**src/sv/tlc_pkg.sv**
```systemverilog
package tlc_pkg;

   localparam int AddrBits    = 16;
   localparam int BlockWords  = 16;
   localparam int OffBits     = $clog2(BlockWords);
   localparam int BlkBits     = AddrBits - OffBits;          // 12
   localparam int L1Lines     = 128;
   localparam int L1IdxBits   = $clog2(L1Lines);
   localparam int L2Sets      = 256;
   localparam int SetBits     = $clog2(L2Sets);
   localparam int Ways        = 4;
   localparam int WayBits     = $clog2(Ways);
   localparam int BufDepth    = 4;
   localparam int CntBits     = $clog2(BufDepth + 1);
   localparam int PosBits     = (BufDepth > 1) ? $clog2(BufDepth) : 1;
   localparam int SbBits      = BlkBits + 1;                 // stream entries hold blk+1
   localparam int L1Width     = 2 + BlkBits;                 // valid, dirty, tag
   localparam int L2Width     = Ways * (1 + BlkBits) + Ways * WayBits;

   localparam logic [2:0] OUT_L1_HIT  = 3'd0;
   localparam logic [2:0] OUT_VIC_HIT = 3'd1;
   localparam logic [2:0] OUT_SB_HIT  = 3'd2;
   localparam logic [2:0] OUT_L2_HIT  = 3'd3;
   localparam logic [2:0] OUT_L2_MISS = 3'd4;

   localparam logic [1:0] EVICT_NONE   = 2'd0;
   localparam logic [1:0] EVICT_VICTIM = 2'd1;
   localparam logic [1:0] EVICT_WRITE  = 2'd2;

   typedef struct packed {
      logic [15:0] address;
      logic        is_instruction;
      logic        is_write;
   } req_type;

   typedef struct packed {
      logic [2:0]  outcome;
      logic [1:0]  l1_eviction;
      logic        writeback_valid;
      logic [11:0] writeback_block;
      logic [1:0]  l2_way;
   } rsp_type;

   typedef struct packed {
      logic load;      // capture request, start memory reads
      logic clear;     // write one clearing-pass row
      logic resolve;   // read data ready: decide, write back, build result
   } cmd_type;

   typedef struct packed {
      logic clear_done;
   } sts_type;

endpackage

```
**src/sv/tlc_ctrl.sv**
```systemverilog
module tlc_ctrl (
   input  logic             clock,
   input  logic             reset,
   input  logic             req_valid,
   output logic             req_stall,
   output logic             rsp_valid,
   input  logic             rsp_stall,
   output tlc_pkg::cmd_type cmd,
   input  tlc_pkg::sts_type sts
);
   typedef enum logic [4:0] {
      ST_CLEAR = 5'b00001,
      ST_IDLE  = 5'b00010,
      ST_READ  = 5'b00100,
      ST_RESV  = 5'b01000,
      ST_OUT   = 5'b10000
   } state_type;

   state_type state_ff, state_in;

   always_comb begin
      state_in = state_ff;
      unique case (state_ff)
         ST_CLEAR: if (sts.clear_done) state_in = ST_IDLE;
         ST_IDLE:  if (req_valid) state_in = ST_READ;
         ST_READ:  state_in = ST_RESV;
         ST_RESV:  state_in = ST_OUT;
         ST_OUT: begin
            if (!rsp_stall) state_in = req_valid ? ST_READ : ST_IDLE;
         end
         default:  state_in = ST_CLEAR;
      endcase
   end

   always_ff @(posedge clock) begin
      if (reset) begin
         state_ff <= ST_CLEAR;
      end else begin
         state_ff <= state_in;
      end
   end

   assign req_stall   = !((state_ff == ST_IDLE) || (state_ff == ST_OUT && !rsp_stall));
   assign rsp_valid   = (state_ff == ST_OUT);
   assign cmd.load    = req_valid && !req_stall;
   assign cmd.clear   = (state_ff == ST_CLEAR);
   assign cmd.resolve = (state_ff == ST_RESV);

   a_one_hot: assert property (@(posedge clock) disable iff (reset) $onehot(state_ff))
      else $error("state not one-hot");
   a_out_after_resolve: assert property (@(posedge clock) disable iff (reset)
      cmd.resolve |=> rsp_valid) else $error("no result after resolve");
   a_no_accept_clear: assert property (@(posedge clock) disable iff (reset)
      cmd.clear |-> req_stall) else $error("accepted during clear");
endmodule

```
**config.mk**
```make
export PLATFORM = sky130hd
export DESIGN_NAME = tlc_ctrl
export DESIGN_NICKNAME = d
export VERILOG_FILES = /design/src/sv/tlc_pkg.sv /design/src/sv/tlc_ctrl.sv
export SDC_FILE = /design/constraint.sdc
export NUM_CORES = 1
export LEC_CHECK = 0
export BUFFER_PORTS_ARGS = -buffer_cell sky130_fd_sc_hd__buf_2
export CAP_MARGIN = 20
export CORE_AREA = 2 2 39 41
export CTS_BUF_LIST = sky130_fd_sc_hd__clkbuf_4 sky130_fd_sc_hd__clkbuf_8
export DETAILED_ROUTE_END_ITERATION = 8
export DIE_AREA = 0 0 41 43
export PLACE_DENSITY_LB_ADDON = 0.3
export SLEW_MARGIN = 10
export SYNTH_ARGS = -nofsm -noshare
export SYNTH_HDL_FRONTEND = slang
export SYNTH_SLANG_ARGS = --single-unit
```
**constraint.sdc**
```tcl
create_clock -name clock -period 3.7 [get_ports clock]
set_input_delay 0.185 -clock clock [delete_from_list [all_inputs] [get_ports clock]]
set_output_delay 0.185 -clock clock [all_outputs]
set_load 0.005 [all_outputs]
```
# Word level (Yosys, flattened, before mapping)
# Cells that the tools add are included.
# totals
wordCells	20
out_inout_bits	5
regBits	5
inputBits	5
# classes
reduce_logical	6
eq_ne	8
n_mux	5
# ops
operator	count
$pmux 5 s5	1
$mux 5	3
$eq 5x1->1 const B	1
$eq 5x2->1 const B	1
$eq 5x3->1 const B	1
$eq 5x4->1 const B	1
$eq 5x5->1 const B	1
$ne 2x2->1 const B	2
$mux 3	1
$reduce_and 3->1	1
$logic_and 1x1->1	2
$logic_not 1->1	2
$ne 2x1->1 const B	1
$logic_or 1x1->1	1

# Longest topological paths before layout
# logic_depth
word_depth	4
ltp_mapped	5
depth_no_buf	4

# Worst setup path before layout
# No wires, ideal clock.
# synth_path
path_type	register to register
from	register state_ff[4]
to	register state_ff[0]
required_ps	3569
arrival_ps	1048
path_buffers	1
stages_incl_launch_ff	5
setup_time_ps	131
path_slack_ps	2522
cell_sequence	dfxtp_1 buf_6 or3b_1 o32ai_2 o31ai_1
# synth_between
elab_chain_len	3
word_cells_on_any_way	10
classes_between	eq/ne: 8; mux: 1; reduce/logical: 1
# synth_lines
item	line_no	source
start, declared	tlc_ctrl.sv:19	state_type state_ff, state_in;
start signal, assigned	tlc_ctrl.sv:39	state_ff <= state_in;
$eq 5x1->1, or another cell as far along	tlc_ctrl.sv:23	unique case (state_ff)
$ne 2x1->1 (no source line) or $ne 2x2->1 (tied branches)	-	
$reduce_and 3->1 (no source line)	-	
# Several ways; a longest one is shown, not always the timed one.
# A chain may end at the register's enable or synchronous reset.

==> results.cfg <==
[synth]
synth_top_cell_area_share_pct = 31.1
synth_area_leaders = dfxtp_1, buf_6, o32ai_2
ys_types = 26
ys_warn_count = 0
avgSynthCellArea_um2 = 8.93
synth_area_um2 = 322
synth_nets = 41
ys_seq_area_share_pct = 31.1
synth-seq-cells = 5
yosysTopAreaCell = dfxtp_1
synth_cells = 36

[power]
clkPwrFrac_pct = 41.3
p_sw_w = 0.0000518
combPwrFrac_pct = 21.1
total_leakage_power_nw = 0.180
powerDensity_mw_per_mm2 = 461
vdd_ir_drop_max_mv = 0.130
intPower_w = 0.000128
seqPwrFrac_pct = 37.7
p_sw_share_pct = 28.9

[clocking]
cts_tree = yes
ctsHoldBuffers = 0
cts_buffers = 3
root_buffer = clkbuf_4
post_cts_resized = 0
cts_buffer_depth = 2
clkLatencyLatePin_ps = 250
h-tree-depth = 1
clock-sinks = 5
cts_setup_buffers = 0
path_clk_slew_ps = 50

[routing]
wl_um = 705
antenna_left = 0
vias = 306
drcViolationCount = 0
drt_first_iter_violations = 6
via_per_inst = 4.94
post_drt_wl_per_cell_um = 11.4
drt_pass1_iterations = 4

[timing]
setup_viol = 0
setup_tns_ps = 0
drv_slew = 0
whs_ps = 171
rsz0062_at_grt = false
clock_skew_ps = 10.6
finalHoldViolCount = 0
slew-limit-headroom_pct = 76.4
max_freq_mhz = 660
tightest_slew_ps = 352
period_share_pct = 41.0
min_period_ps = 1520

[setup_path]
end_kind = primary output
reg2reg_depth = 3
reg2reg_from = state_ff[1]
cp_slowest_cell = dfxtp_1
cp_max_fo = 9
crit_type = reg2out
crit_chain = nor3_1, o211a_1, buf_2
crit_path_start_kind = flip-flop
r2r-end = state_ff[0]
cp.required_ps = 3510
r2r_setup_slack_ps = 2460
slowest_delay_ps = 390
cp_num_buf_inv = 1
worstPathArrival_ps = 1330
crit_family = flip-flops

[placed_design]
gp_congestion = 0.677
io_buffer_count = 9

[finish]
drive_gt1_share_pct = 32.6
n_fill_cell = 157
final_nets = 52
syn_to_final_growth_pct = 21.0
antenna_cells = 0
top_regs = state_ff: 5 flops
top_register = state_ff
largest_reg_flops = 5

[grt]
antenna_found_initial = 0
grt_max_degree = 10
overflow = 0
grt_usage_pct = 9.45
grt_pass1_vias = 253
grt_pass1_wl_um = 1100

[floorplan]
dieArea_mm2 = 0.00176
placementRows = 14
die_h_um = 43
chipWidth_um = 41
pin_count = 10
initial_core_util_pct = 23.2
core_area_mm2 = 0.00138

[worst_hold_path]
min_from = reset
min_path_cells = 3
hp-class = in2reg
holdPathEnd = state_ff[0]

[job]
drv_cap = 0

[status]
status = finished clean
==> placed cells by master, fill, tap and decap left out, types with 3 or more instances in the layout <==
| cell | count |
|---|---|
| buf_2 | 9 |
| dfxtp_1 | 5 |
| clkbuf_4 | 4 |
| nor3_1 | 3 |
| nor2_1 | 4 |
==> cells in the mapped netlist <==
cell type,n
nor3_1,3
inv_1,1
nand3_1,1
or3b_1,1
or3_1,1
clkbuf_2,1
and3b_2,1
nand3b_1,1
a22o_1,1
o21ai_0,1
buf_6,2
o211a_1,1
o32ai_2,1
xnor2_1,1
a31oi_1,1
nor3b_1,1
o31ai_1,1
and3_1,1
xor2_1,1
dfxtp_1,5
and2_1,1
nor2_1,4
and4_1,1
nor2b_1,1
a21boi_0,1
nand4b_1,1
==> final cells by class <==
class / count / area, um^2 / area share, %
clock buffers: 4 / 30.0 / 7.72
repair buffers: 9 / 45.0 / 11.6
inverters: 1 / 3.75 / 0.965
well taps: 16 / 20.0 / 5.14
multi-input cells: 27 / 190 / 48.9
flip-flops and latches: 5 / 100 / 25.7
==> worst min-delay path, cell delays in order <==
cell	delay (ps)
buf_2	90
a31oi_1	60
o31ai_1	60
==> metrics by stage <==
stage                     instances  worst slack [ps]  utilization, %  total power, W  instance area [um^2]
after global routing             62              2070            28.1        0.000189                   389
final                            62              2180            28.1        0.000179                   389
after global placement           58              2420            25.9        0.000107                   359
after CTS                        62              2150            28.1        0.000182                   389
after detailed placement         58              2430            25.9        0.000106                   359
after floorplan                  36              2520               -       0.0000982                   322
==> how the worst max path moves through the flow <==
stage	startpoint	endpoint	slack, ps	cells after the start
floorplan	state_ff[4]	state_ff[0]	2520	4
global placement	state_ff[3]	cmd[2]	2420	3
detailed placement	state_ff[0]	cmd[2]	2430	3
CTS	state_ff[0]	cmd[2]	2150	3
global route	state_ff[0]	cmd[2]	2070	3
finish	state_ff[0]	cmd[2]	2180	3
==> power by group through the flow <==
stage                clock, W  combinational (W)  sequential (W)
global placement            0          0.0000375       0.0000690
global route        0.0000778          0.0000424       0.0000691
detailed placement          0          0.0000377       0.0000687
finish              0.0000740          0.0000378       0.0000676
CTS                 0.0000763          0.0000380       0.0000677
floorplan                   0          0.0000352       0.0000630
==> metal layers <==
metal	vias up	routed length, um	global-route usage, %
li1	151	-	-
met1	142	321	13.5
met2	13	317	11.6
met3	0	65	6.28
met4	0	0	2.00
met5	-	0	0
==> kinds of logic after synthesis <==
family	count (synthesis)	share of synthesized area, %
XOR/XNOR	2	5.45
flip-flops	5	31.1
AO/OA/AOI/OAI	7	19.1
AND/OR/NAND/NOR	18	34.6
buffers and inverters	4	9.72
Power figures use the tool's default switching activity.
